**src/hw/rtl/fbc_pkg.sv**
```systemverilog
// Package for the frustum box culler: default widths, sizes and item codes.
// No dependencies; every file of the block but fbc_rsp_if refers to it by scoped names.
`default_nettype none

package fbc_pkg;

	parameter int COORD_WIDTH = 32;
	parameter int FRAC_BITS   = 16;

	parameter int MAT_WORDS   = 16;
	parameter int MAT_IDX_W   = 4;
	parameter int NUM_AXES    = 3;
	parameter int NUM_TERMS   = 4;
	parameter int NUM_PLANES  = 6;

	typedef enum logic {
		ACT_LOAD = 1'b0,
		ACT_TEST = 1'b1
	} action_t;

endpackage

`default_nettype wire

```
**src/hw/rtl/fbc_setup.sv**
```systemverilog
// Second pipeline stage: orders the box corners per axis and forms the six
// unnormalised planes from matrix column sums and differences. Depends on fbc_pkg.
`default_nettype none

module fbc_setup #(
	parameter int COORD_WIDTH = fbc_pkg::COORD_WIDTH
) (
	input  wire logic                      clk,
	input  wire logic                      arst_n,
	input  wire logic                      in_valid,
	output logic                           in_ready,
	input  wire logic signed [COORD_WIDTH-1:0] corner_a [fbc_pkg::NUM_AXES],
	input  wire logic signed [COORD_WIDTH-1:0] corner_b [fbc_pkg::NUM_AXES],
	input  wire logic signed [COORD_WIDTH-1:0] matrix [fbc_pkg::MAT_WORDS],
	output logic                           out_valid,
	input  wire logic                      out_ready,
	output logic signed [COORD_WIDTH-1:0]  lo [fbc_pkg::NUM_AXES],
	output logic signed [COORD_WIDTH-1:0]  hi [fbc_pkg::NUM_AXES],
	output logic signed [COORD_WIDTH:0]    plane [fbc_pkg::NUM_PLANES][fbc_pkg::NUM_TERMS]
);

	localparam int NW = COORD_WIDTH + 1;

	logic                          v_s2;
	logic signed [COORD_WIDTH-1:0] lo_s2 [fbc_pkg::NUM_AXES];
	logic signed [COORD_WIDTH-1:0] hi_s2 [fbc_pkg::NUM_AXES];
	logic signed [NW-1:0]          plane_s2 [fbc_pkg::NUM_PLANES][fbc_pkg::NUM_TERMS];
	logic signed [NW-1:0]          plane_c [fbc_pkg::NUM_PLANES][fbc_pkg::NUM_TERMS];
	logic                          a_less [fbc_pkg::NUM_AXES];

	assign in_ready = !v_s2 || out_ready;

	// Planes come in pairs per matrix column: the fourth column plus, then
	// minus, the chosen one. The last term of each plane is its distance.
	for (genvar p = 0; p < fbc_pkg::NUM_PLANES; p++) begin : g_plane
		localparam int R = p / 2;
		for (genvar c = 0; c < fbc_pkg::NUM_TERMS; c++) begin : g_term
			if (p % 2 == 0) begin : g_add
				assign plane_c[p][c] = NW'(matrix[4 * c + 3]) + NW'(matrix[4 * c + R]);
			end else begin : g_sub
				assign plane_c[p][c] = NW'(matrix[4 * c + 3]) - NW'(matrix[4 * c + R]);
			end
		end
	end

	for (genvar k = 0; k < fbc_pkg::NUM_AXES; k++) begin : g_axis
		assign a_less[k] = corner_a[k] < corner_b[k];
	end

	always_ff @(posedge clk or negedge arst_n) begin
		if (!arst_n) begin
			v_s2 <= 1'b0;
		end else if (in_ready) begin
			v_s2 <= in_valid;
		end
	end

	always_ff @(posedge clk) begin
		if (in_ready && in_valid) begin
			for (int k = 0; k < fbc_pkg::NUM_AXES; k++) begin
				lo_s2[k] <= a_less[k] ? corner_a[k] : corner_b[k];
				hi_s2[k] <= a_less[k] ? corner_b[k] : corner_a[k];
			end
			plane_s2 <= plane_c;
		end
	end

	assign out_valid = v_s2;
	assign lo        = lo_s2;
	assign hi        = hi_s2;
	assign plane     = plane_s2;

endmodule

`default_nettype wire

```
**config.mk**
```make
export PLATFORM = sky130hd
export DESIGN_NAME = fbc_setup
export DESIGN_NICKNAME = d
export VERILOG_FILES = /design/src/hw/rtl/fbc_pkg.sv /design/src/hw/rtl/fbc_setup.sv
export SDC_FILE = /design/constraint.sdc
export NUM_CORES = 2
export LEC_CHECK = 0
export ABC_AREA = 1
export BUFFER_PORTS_ARGS = -buffer_cell sky130_fd_sc_hd__clkbuf_2
export CAP_MARGIN = 40
export CORE_AREA = 10 10 646 648
export CTS_CLUSTER_SIZE = 25
export DETAILED_ROUTE_END_ITERATION = 10
export DIE_AREA = 0 0 656 658
export PLACE_DENSITY_LB_ADDON = 0.15
export SLEW_MARGIN = 40
export SYNTH_ARGS = -nofsm -noshare
export SYNTH_HDL_FRONTEND = slang
export SYNTH_SLANG_ARGS = --single-unit
```
**constraint.sdc**
```tcl
create_clock -name clk -period 74.5 [get_ports clk]
set_input_delay 3.725 -clock clk [delete_from_list [all_inputs] [get_ports clk]]
set_output_delay 3.725 -clock clk [all_outputs]
set_load 0.05 [all_outputs]
```
* After elaboration in Yosys (flattened, before gate mapping) *
Cells that the tools add are included.

storage, ports and cells
  register bits after elaboration = 985
  latch bits = 0
  RAM bits = 0
  bits in read-only memories = 0
  input port bits = 708
  output and inout port bits = 986
  logic and storage cells = 67
  memories kept = 0

cells by class
  $add $sub $neg = 24
  multipliers = 0
  divide/modulo/power cells = 0
  magnitude comparators = 3
  equality and inequality tests = 0
  shift operators = 0
  mux-type cells = 6
  bitwise operators = 0
  reduce and logical (&&, ||, !) cells = 3

operators by type and width
  operator             count
  $add A32 B32 Y33     12
  $sub A32 B32 Y33     12
  $mux W32             6
  $lt A32 B32 Y1       3
  $logic_and A1 B1 Y1  1
  $logic_not A1 Y1     1
  $logic_or A1 B1 Y1   1

* Logic depth before layout (Yosys ltp) *
  depth after elaboration = 3
  depth in mapped cells = 16
  depth with buffers taken out = 15

* Worst setup path before layout *
No wires, ideal clock.

  kind = input to register
  start point = input in_valid
  end point = register hi_s2, in the netlist hi[0] (enable)
  setup time = 2.634 ns
  data arrival time = 50.236 ns
  data required time = 71.866 ns
  path slack = 21.630 ns
  stages = 2
  buffers on the path = 0
  cells stage by stage = inv_1 -> a21oi_1

between the ends
  longest elaborated chain between the ends = 1

RTL lines
  element                        RTL line         RTL
  start, declared                fbc_setup.sv:10  input wire logic in_valid,
  $logic_and A1 B1 Y1            fbc_setup.sv:59  if (in_ready && in_valid) begin
  end signal, assigned by index  fbc_setup.sv:62  hi_s2[k] <= a_less[k] ? corner_b[k] : corner_a[k];
  end, declared                  fbc_setup.sv:26  logic signed [COORD_WIDTH-1:0] hi_s2 [fbc_pkg::NUM_AXES];

No other way between the ends.
A chain may end at the register's enable or synchronous reset.

* Worst setup path after layout *
  start point = input out_ready
  end point = output in_ready

between the ends
  longest elaborated chain between the ends = 1

RTL lines
  element             RTL line         RTL
  start, declared     fbc_setup.sv:16  input wire logic out_ready,
  $logic_or A1 B1 Y1  fbc_setup.sv:31  assign in_ready = !v_s2 || out_ready;
  end, declared       fbc_setup.sv:11  output logic in_ready,

No other way between the ends.

==> flow_summary.ini <==
[global_routing]
gr-usage-met3_pct = 3.53
met1_usage_pct = 25.6
grt_antenna_before_repair = 100
grt_overflow = 0
gr-max-usage-layer = met2
pin_count_of_the_biggest_net_entering_global_routing = 138
track_usage_pct = 20.2
via_count_of_the_first_global_routing_pass = 78700
grt_first_pass_wirelength_um = 630000
use_met2_pct = 34.8

[yosys]
synth_cell_type_count = 41
synth.net_count = 12000
synth-async-reset-ratio_pct = 0.103
synthCells = 10400
avgSynthCellArea_um2 = 7.77
most_frequently_used_cell_type_in_the_post_synthesis_netlist = nand2_1
yosysSeqAreaShare_pct = 36.0
synth_commonest_cells = nand2_1, inv_1, nor2_1
yosys_warnings = 0
synth.top_cell.area_share_pct = 36.0
yosysTopAreaCell = edfxtp_1
ys_ff_latch = 973
synthesis.area_um2 = 81200
yosys_most_used_dff = edfxtp_1
synth_area_leaders = edfxtp_1, ha_1, nand2_1, inv_1, a21oi_1
number_of_flops_mapped_to_enable_cells_by_yosys = 972

[clock_network]
postCtsSetupBuffers = 0
clk_latency_ns = 0.87
cts-hold-fix-buffers = 0
cts_tree = done
cts_made_buffers = 146
root_buffer = clkbuf_16
postCtsResizedCells = 0
clock_sink_count = 973
cts-root-to-sink-buffers = 4
clkTransAtPathRegs_ns = 0.07
h-tree-depth = 4

[setup_path]
worstPathCellList = clkbuf_2 -> inv_1 -> nand2_1 -> clkbuf_2
path_class = in -> out
required_ns = 70.78
worst_setup_path_start_kind = primary input
critical_path.most_common_cell = clkbuf_2
cpMaxStageDelayCell = clkbuf_2
cp.arrival_ns = 4.29
nature_of_the_critical_path_endpoint = primary output
cp_slowest_stage_delay_ns = 0.31
critical_path_peak_fanout = 2

[final_layout]
drive_gt1_share_pct = 16.3
finish.utilization_pct = 24.8
area_growth_syn_to_layout_pct = 23.8
layout.filler_cells = 45600
final_net_count = 13700
final_standard_cell_count_with_taps_included_and_fillers_excluded = 17600

[floorplanning]
core_region_area_um2 = 405000
die_area_um2 = 432000
die-width_um = 656
rows = 234
initial_standard_cell_utilization_of_the_core_pct = 20.1
dieHeight_um = 658
num_io_pins = 1694

[drt]
initialDrtViolationCount = 6649
drt-wirelength-per-cell_um = 26.2
wire_length_reported_by_the_detailed_router_um = 463000
drt_pass1_iterations = 6
viasPerCell = 4.53
ant_nets = 0
dr_total_vias = 79900
remaining_drc_errors = 0

[flow_run]
max-cap-violations = 0

[power]
leakage_nw = 46.9
fin_total_pwr_mw = 2.31
power.density_cell_area_nw_per_um2 = 23.0
ir_worst_vdd_mv = 0.0146

[timing]
max_freq_mhz = 125
slew_headroom_pct = 38.0
worst_slew_pin_slew_ns = 0.921
layout_worst_path_cycle_share_pct = 10.8
fin_setup_tns_ns = 0
hold_viol = 0
rsz_0062_raised_after_global_routing = false
hold_slack_ns = 0.643
setup_viol_count_final = 0
finClkSkew_ns = 0.0410
final-max-slew-violation-count = 0
finalWorstPathRequiredPeriod_ns = 8.02

[placed_design]
dpl.hpwl_um = 397000
gp_congestion = 0.945
numPortBuffers = 1693
placed_cells_incl_taps = 17300

[status]
status = finished clean

[worst_hold_path]
timing.hold.worst.class = reg -> reg
==> sequential cells by signal, summed over array words and instances, names as in the netlist <==
name / cells
plane: 780
hi: 96
out_valid: 1
lo: 96
==> metrics by stage <==
| stage | setup slack [ns] | area (um2) |
|---|---|---|
| global placement | 66.14 | 95500 |
| global route | 66.44 | 100000 |
| floorplan | 21.63 | 81200 |
| finish | 66.48 | 100000 |
| detailed placement | 66.27 | 95600 |
| CTS | 66.45 | 100000 |
==> per-layer routing <==
metal | wire, um | vias to the layer above | share of wire (%)
li1 | - | 38100 | -
met1 | 199000 | 38600 | 43
met2 | 221000 | 2621 | 48
met3 | 25500 | 546 | 5.5
met4 | 16900 | 30 | 3.7
met5 | 187 | - | 0.040
==> path summary, 6_finish.rpt <==
check                                 startpoint               endpoint  slack [ns]  cells after the start
max reg2reg                out_valid$_DFFE_PN0N_       lo[81]$_DFFE_PP_       69.86                      7
max in group asynchronous                 arst_n  out_valid$_DFFE_PN0N_       71.80                      1
max                                    out_ready               in_ready       66.48                      4
min in group asynchronous                 arst_n  out_valid$_DFFE_PN0N_        2.61                      1
min reg2reg                out_valid$_DFFE_PN0N_  out_valid$_DFFE_PN0N_        0.64                      2
min                        out_valid$_DFFE_PN0N_  out_valid$_DFFE_PN0N_        0.64                      2
==> placed cells by master (no fill, tap or decap), types with 15 or more instances in the layout <==
cell | synthesis | layout
a21boi_0 | 52 | 52
a21o_1 | 61 | 61
a21oi_1 | 1065 | 1064
a31oi_1 | 17 | 17
buf_4 | 18 | 26
bufinv_16 | 0 | 16
clkbuf_16 | 0 | 147
clkbuf_2 | 16 | 1693
clkinv_1 | 2 | 26
clkinv_2 | 0 | 19
diode_2 | 0 | 37
edfxtp_1 | 972 | 972
fa_1 | 24 | 24
ha_1 | 861 | 861
inv_1 | 1511 | 1511
nand2_1 | 2018 | 2014
nand3_1 | 759 | 755
nand3b_1 | 27 | 27
nand4_1 | 60 | 60
nor2_1 | 1073 | 1073
nor3_1 | 174 | 174
nor4_1 | 31 | 31
o2111ai_1 | 28 | 28
o211ai_1 | 35 | 35
o21a_1 | 42 | 42
o21ai_0 | 561 | 559
o21ai_2 | 15 | 15
o21bai_1 | 139 | 139
xnor2_1 | 41 | 41
xor2_1 | 566 | 566
==> critical path: cells and delay by family <==
kind	cells	cell delay [ns]
AND/OR/NAND/NOR	1	0.11
buffers and inverters	3	0.45
==> logic make-up (layout without fill, tap and decap cells) <==
| logic type | Yosys count | after routing | share of synthesized area (%) |
|---|---|---|---|
| AOI/OAI and AO/OA | 2042 | 2042 | 13.9 |
| xor gates and xnor gates | 607 | 607 | 6.55 |
| adders and majority gates | 885 | 885 | 13.9 |
| buffers and inverters | 1776 | 3493 | 8.50 |
| DFF | 973 | 973 | 36.0 |
| other | 0 | 37 | 0 |
| and+or+nand+nor | 4166 | 4166 | 21.2 |
==> power by group <==
group          total [mW]  internal (mW)  switching, mW
logic               0.868          0.196          0.672
clock network       0.715          0.417          0.297
registers           0.730          0.696         0.0338
==> cell type report <==
type	count	area, um2	area share, %
Multi-Input combinational cell	7700	45100	44.9
Sequential cell	973	29200	29.1
Timing Repair Buffer	1732	8880	8.84
Tap cell	5428	6790	6.76
Inverter	1513	5680	5.65
Clock buffer	158	3720	3.70
Clock inverter	90	983	0.979
Antenna cell	37	92.6	0.0922
(Power assumes the default switching activity.)
