[src/hw/rtl/fbc_pkg.sv]
// Package for the frustum box culler: default widths, sizes and item codes.
// No dependencies; every file of the block but fbc_rsp_if refers to it by scoped names.
`default_nettype none

package fbc_pkg;

	parameter int COORD_WIDTH = 32;
	parameter int FRAC_BITS   = 16;

	parameter int MAT_WORDS   = 16;
	parameter int MAT_IDX_W   = 4;
	parameter int NUM_AXES    = 3;
	parameter int NUM_TERMS   = 4;
	parameter int NUM_PLANES  = 6;

	typedef enum logic {
		ACT_LOAD = 1'b0,
		ACT_TEST = 1'b1
	} action_t;

endpackage

`default_nettype wire

[src/hw/rtl/fbc_reduce.sv]
// Fourth and fifth stages: adds the products and the scaled distance term of
// each plane in two halves, then tests the six signs. Depends on fbc_pkg.
`default_nettype none

module fbc_reduce #(
	parameter int COORD_WIDTH = fbc_pkg::COORD_WIDTH,
	parameter int FRAC_BITS   = fbc_pkg::FRAC_BITS
) (
	input  wire logic                      clk,
	input  wire logic                      arst_n,
	input  wire logic                      in_valid,
	output logic                           in_ready,
	input  wire logic signed [2*COORD_WIDTH:0] prod [fbc_pkg::NUM_PLANES][fbc_pkg::NUM_AXES],
	input  wire logic signed [COORD_WIDTH:0]   dterm [fbc_pkg::NUM_PLANES],
	output logic                           out_valid,
	input  wire logic                      out_ready,
	output logic                           visible
);

	// Three products and one distance term, two guard bits above the product.
	localparam int SW = 2 * COORD_WIDTH + 3;

	logic                 v_s4;
	logic signed [SW-1:0] sum_a_s4 [fbc_pkg::NUM_PLANES];
	logic signed [SW-1:0] sum_b_s4 [fbc_pkg::NUM_PLANES];
	logic                 v_s5;
	logic                 visible_s5;
	logic                 s4_ready;
	logic signed [SW-1:0] total [fbc_pkg::NUM_PLANES];
	logic [fbc_pkg::NUM_PLANES-1:0] behind;

	assign s4_ready = !v_s5 || out_ready;
	assign in_ready = !v_s4 || s4_ready;

	for (genvar p = 0; p < fbc_pkg::NUM_PLANES; p++) begin : g_plane
		assign total[p]  = sum_a_s4[p] + sum_b_s4[p];
		assign behind[p] = total[p][SW-1];
	end

	always_ff @(posedge clk or negedge arst_n) begin
		if (!arst_n) begin
			v_s4 <= 1'b0;
			v_s5 <= 1'b0;
		end else begin
			if (in_ready) begin
				v_s4 <= in_valid;
			end
			if (s4_ready) begin
				v_s5 <= v_s4;
			end
		end
	end

	always_ff @(posedge clk) begin
		if (in_ready && in_valid) begin
			for (int p = 0; p < fbc_pkg::NUM_PLANES; p++) begin
				sum_a_s4[p] <= SW'(prod[p][0]) + SW'(prod[p][1]);
				sum_b_s4[p] <= SW'(prod[p][2]) + (SW'(dterm[p]) <<< FRAC_BITS);
			end
		end
		if (s4_ready && v_s4) begin
			visible_s5 <= ~|behind;
		end
	end

	assign out_valid = v_s5;
	assign visible   = visible_s5;

endmodule

`default_nettype wire
[config.mk]
export PLATFORM = sky130hd
export DESIGN_NAME = fbc_reduce
export DESIGN_NICKNAME = d
export VERILOG_FILES = /design/src/hw/rtl/fbc_pkg.sv /design/src/hw/rtl/fbc_reduce.sv
export SDC_FILE = /design/constraint.sdc
export NUM_CORES = 2
export LEC_CHECK = 0
export ABC_AREA = 1
export BUFFER_PORTS_ARGS = -buffer_cell sky130_fd_sc_hd__buf_2
export CORE_AREA = 2 2 531 533
export CTS_BUF_LIST = sky130_fd_sc_hd__clkbuf_4 sky130_fd_sc_hd__clkbuf_8
export DETAILED_ROUTE_END_ITERATION = 8
export DIE_AREA = 0 0 533 535
export GPL_TIMING_DRIVEN = 0
export HOLD_SLACK_MARGIN = 0.1
export PLACE_DENSITY = 0.57
export SYNTH_ARGS = -nofsm -noshare
export SYNTH_HDL_FRONTEND = slang
export SYNTH_SLANG_ARGS = --single-unit
export TNS_END_PERCENT = 10
[constraint.sdc]
create_clock -name clk -period 29.3 [get_ports clk]
set_clock_uncertainty 0.05 [all_clocks]
set_input_delay 2.93 -clock clk [delete_from_list [all_inputs] [get_ports clk]]
set_output_delay 2.93 -clock clk [all_outputs]
set_load 0.02 [all_outputs]
Yosys cells after proc, flatten, opt, wreduce, memory -nomap -nowiden
Memory sizes are Yosys's and may differ from the RTL's.
Cells that the tools add are included.
{ "word_totals": {"ff_bits": 3, "ram_bits": 804, "in_bits": 1372, "out_inout_bits": 3, "wordCells": 33, "n_memories": 2} }
{ "memory_table": {"columns": ["name", "words", "width", "read_ports", "rd_clocked_by_memory_dff", "wr", "line_no", "source"], "rows": [
  ["sum_a_s4", 6, 67, 6, 0, 6, "fbc_reduce.sv:24", "logic signed [SW-1:0] sum_a_s4 [fbc_pkg::NUM_PLANES];"],
  ["sum_b_s4", 6, 67, 6, 0, 6, "fbc_reduce.sv:25", "logic signed [SW-1:0] sum_b_s4 [fbc_pkg::NUM_PLANES];"]
]} }
{ "classes": {"addsub": 18, "n_mux": 2, "reduce_logical": 8} }
{ "op_table": {"columns": ["operator", "count"], "rows": [
  ["$add A67 B67 Y67", 6],
  ["$add A65 B49 Y66", 6],
  ["$add A65 B65 Y66", 6],
  ["$reduce_or A6 Y1", 1],
  ["$logic_not A1 Y1", 3],
  ["$logic_and A1 B1 Y1", 2],
  ["$logic_or A1 B1 Y1", 2],
  ["$mux W1", 2]
]} }

Logic depth before layout (Yosys ltp)
{ "depth": {"word_depth": 6, "mapped_depth": 18, "ltp_nobuf": 18} }

Least setup slack after synthesis
OpenSTA, ideal clock, no wires.
{ "synth_timing": {"path_kind": "input -> register", "start": "input out_ready", "end": "memory sum_a_s4[0][0] (netlist bit), enable pin", "arrival_time_ps": 18540, "required_time_ps": 28117, "path_slack_ps": 9577, "cell_stages": 4, "path_buffers": 0, "path_cell_list": "inv_1 nand3_1 nand2_1 inv_1"} }
{ "synth_rtl": {"columns": ["element", "line_no", "source"], "rows": [
  ["from (decl)", "fbc_reduce.sv:16", "input wire logic out_ready,"],
  ["to (decl)", "fbc_reduce.sv:24", null]
]} }

Final worst setup path
{ "layout_timing": {"start": "input out_ready", "end": "output in_ready"} }
{ "layout_between": {"elab_chain_cells": 2} }
{ "layout_lines": {"columns": ["element", "line_no", "source"], "rows": [
  ["$logic_or A1 B1 Y1", "fbc_reduce.sv:32", "assign s4_ready = !v_s5 || out_ready;"],
  ["$logic_or A1 B1 Y1", "fbc_reduce.sv:33", "assign in_ready = !v_s4 || s4_ready;"],
  ["to (decl)", "fbc_reduce.sv:12", "output logic in_ready,"]
]} }
Every way passes these cells.

==> impl_metrics.env <==
export IMPL_setup_buffers_after_cts=0
export IMPL_most_common_library_cell_in_the_layout_ignoring_fill_and_taps="sky130_fd_sc_hd__nand2_1"
export IMPL_critical_path_most_common_cell="sky130_fd_sc_hd__buf_2"
export IMPL_worst_setup_path_start_kind="input port"
export IMPL_core_area_um2=279000
export IMPL_fin_area_um2=96900
export IMPL_most_common_layout_cells="sky130_fd_sc_hd__nand2_1, sky130_fd_sc_hd__nor2_1, sky130_fd_sc_hd__inv_1"
export IMPL_post_synth_top_area_cell="sky130_fd_sc_hd__edfxtp_1"
export IMPL_cts_buffer_count=164
export IMPL_ys_warn_count=0
export IMPL_critical_path_top_delay_family="buffers and inverters"
export IMPL_grt_max_degree=131
export IMPL_maxSlewHeadroom_pct=35.7
export IMPL_drt_initial_drc_count=6897
export IMPL_tns_ns=0
export IMPL_slowest_delay_ns=0.19
export IMPL_timing_setup_critical_path_class="in -> out"
export IMPL_postSynth_asyncResetShare_pct=0.252
export IMPL_period_minus_slack_ns=6.39
export IMPL_seq_cells_post_synth=795
export IMPL_crit_slowest_cell="sky130_fd_sc_hd__buf_2"
export IMPL_cts_repair_resized=0
export IMPL_min_path_cells=2
export IMPL_cellPowerDensity_nw_per_um2=46.5
export IMPL_setup_viol_count_final=0
export IMPL_postSynthNetCount=13600
export IMPL_fp_dieW_um=533
export IMPL_rsz0062_at_grt="no"
export IMPL_reg2regPathDepth=7
export IMPL_syn_std_cell_area_um2=81700
export IMPL_area_of_the_multi_input_gates_um2=52400
export IMPL_die_height_um=535
export IMPL_port_buffer_count=1374
export IMPL_synth_yosys_seq_area_share_pct=29.2
export IMPL_worstHoldPathType="reg -> reg"
export IMPL_vias=83400
export IMPL_place_hpwl_um=328000
export IMPL_design_die_area_um2=285000
export IMPL_ys_dominant_reg_cell="sky130_fd_sc_hd__edfxtp_1"
export IMPL_post_route_drc_violation_count=0
export IMPL_starting_density_of_the_core_pct=29.3
export IMPL_hold_worst_slack_ns=0.446
export IMPL_standby_leakage_power_nw=43.8
export IMPL_synth_top_cell_area_share_pct=29.1
export IMPL_cts_hold_buf=0
export IMPL_clock_sinks=795
export IMPL_power_ir_vdd_worst_mv=0.0308
export IMPL_worst_path_stages=4
export IMPL_final_hold_viol_count=0
export IMPL_grt_antenna_before_repair=102
export IMPL_cts_tree="built"
export IMPL_setup_ws_ns=22.91
export IMPL_areaGrowthSynthToFinish_pct=18.6
export IMPL_ctsLongestPathBuffers=4
export IMPL_dpl_ws_ns=22.90
export IMPL_final_seq_area_um2=23900
export IMPL_drive_above_1_share_pct=15.1
export IMPL_synth_enable_flop_cells=793
export IMPL_layout_filler_cells=30600
export IMPL_timing_final_crit_share_pct=21.8
export IMPL_layout_nets=15200
export IMPL_fmax_mhz=156
export IMPL_num_rows=194
export IMPL_clkTransAtPathRegs_ns=0.05
export IMPL_critical_path_arrival_ns=3.41
export IMPL_synth_cell_type_count=58
export IMPL_cts_root_buffer="sky130_fd_sc_hd__clkbuf_8"
export IMPL_htreeDepth=4
export IMPL_synthTopCellsByArea="sky130_fd_sc_hd__edfxtp_1, sky130_fd_sc_hd__ha_1, sky130_fd_sc_hd__nand2_1"
export IMPL_drt_antenna_violating_nets=0
export IMPL_per_cell_via_count_in_the_routed_design=5.02
export IMPL_outcome="finished, final reports clean"
export IMPL_worstPathCellList="buf_2 -> inv_1 -> nand3_1 -> buf_2"
export IMPL_avgSynthCellArea_um2=7.32
export IMPL_required_ns=26.32
export IMPL_gpl_final_weighted_congestion=1.02
export IMPL_grt_total_usage_pct=25.0
export IMPL_drt_pre_antenna_iters=6
export IMPL_max_cap_violations=0
export IMPL_finalWirelength_um=373000
export IMPL_worst_slew_pin_transition_ns=0.955
export IMPL_vias_in_the_first_global_route=80200
export IMPL_globalRouteOverflowTotal=0
export IMPL_final_max_slew_violation_count=0
export IMPL_timing_critical_path_fanout_max=3
export IMPL_grt_first_pass_wirelength_um=528000
export IMPL_worstPathBufferInverterCount=3
export IMPL_cp_end_kind="primary output"
export IMPL_place_area_um2=93400
export IMPL_syn_instance_count=11200
export IMPL_route_detailed_wl_per_inst_um=22.5
export IMPL_pin_count=1375
export IMPL_clkLatencyLatePin_ns=0.96
[power breakdown]
part | total (mW) | leakage [nW] | switching (mW) | internal, mW
registers | 1.54 | 7.68 | 0.0661 | 1.48
clock network | 1.26 | 1.73 | 0.570 | 0.689
logic | 1.71 | 34.4 | 1.14 | 0.571
[registers in the layout, summed over array words and instances, names as in the netlist]
signal / flops
out_valid: 1
sum_a_s4: 396
sum_b_s4: 396
v_s4: 1
visible: 1
[synthesized netlist by cell type (27+ instances only)]
master	instances
sky130_fd_sc_hd__o21ai_2	44
sky130_fd_sc_hd__nand2_2	65
sky130_fd_sc_hd__o21ai_1	55
sky130_fd_sc_hd__nand4_1	103
sky130_fd_sc_hd__inv_1	1421
sky130_fd_sc_hd__a21boi_0	42
sky130_fd_sc_hd__ha_1	1074
sky130_fd_sc_hd__a21o_1	133
sky130_fd_sc_hd__inv_2	30
sky130_fd_sc_hd__nor3_1	163
sky130_fd_sc_hd__nor2_1	1527
sky130_fd_sc_hd__nor4_1	50
sky130_fd_sc_hd__a31oi_1	157
sky130_fd_sc_hd__o2111ai_1	27
sky130_fd_sc_hd__o21bai_1	91
sky130_fd_sc_hd__xnor2_1	130
sky130_fd_sc_hd__a21oi_1	1032
sky130_fd_sc_hd__o211ai_1	42
sky130_fd_sc_hd__o21ai_0	538
sky130_fd_sc_hd__a21oi_2	40
sky130_fd_sc_hd__edfxtp_1	793
sky130_fd_sc_hd__nand2_1	2503
sky130_fd_sc_hd__nand3_1	427
sky130_fd_sc_hd__o21a_1	60
sky130_fd_sc_hd__xor2_1	415
[cell type report]
type,instances,share of cell area [%]
clock buffer,197,2.60
multi-input combinational,8903,54.0
sequential,795,24.6
clock inverter,94,0.845
buffer,6,0.0258
tap,3724,4.81
timing repair buffer,1381,7.30
antenna,43,0.111
inverter,1452,5.63
[stage by stage]
stage          total power [mW]  std cells  util (%)
5_1_grt                    4.78      16600      34.7
4_1_cts                    4.56      16600      34.7
3_5_place_dp               3.26      16300      33.5
6_report                   4.51      16600      34.7
3_3_place_gp               3.34      16300      33.4
2_1_floorplan              2.64      11200         -
[final timing paths]
path	from	end	slack, ns
worst min-delay path	v_s4$_DFFE_PN0N_	out_valid$_DFFE_PN0P_	0.45
worst max-delay path	out_ready	in_ready	22.91
worst max register to register	out_valid$_DFFE_PN0P_	sum_b_s4[1][26]$_DFFE_PP_	25.49
max in group asynchronous	arst_n	out_valid$_DFFE_PN0P_	27.38
worst min register to register	v_s4$_DFFE_PN0N_	out_valid$_DFFE_PN0P_	0.45
min in group asynchronous	arst_n	v_s4$_DFFE_PN0N_	1.73
[metal layers]
metal / up-vias / part of all wire, % / global-route usage [%]
li1: 41100 / - / -
met1: 38400 / 42 / 31.2
met2: 3215 / 47 / 42.2
met3: 574 / 7.8 / 5.11
met4: 68 / 3.9 / 9.42
met5: - / 0.12 / 0
[tightest hold or removal path, cell delays in order (launching register included)]
cell	delay, ns
sky130_fd_sc_hd__dfrtp_1	0.34
sky130_fd_sc_hd__inv_1	0.06
sky130_fd_sc_hd__nand2_1	0.06
[cells by family after synthesis]
logic type | after synthesis | synth area share [%]
and+or+nand+nor | 4942 | 24.9
adders and majority gates | 1086 | 16.7
AOI/OAI and AO/OA | 2330 | 16.6
buffers and inverters | 1458 | 6.70
DFF | 795 | 29.2
xor gates and xnor gates | 545 | 5.84
Power figures use the tool's default switching activity.
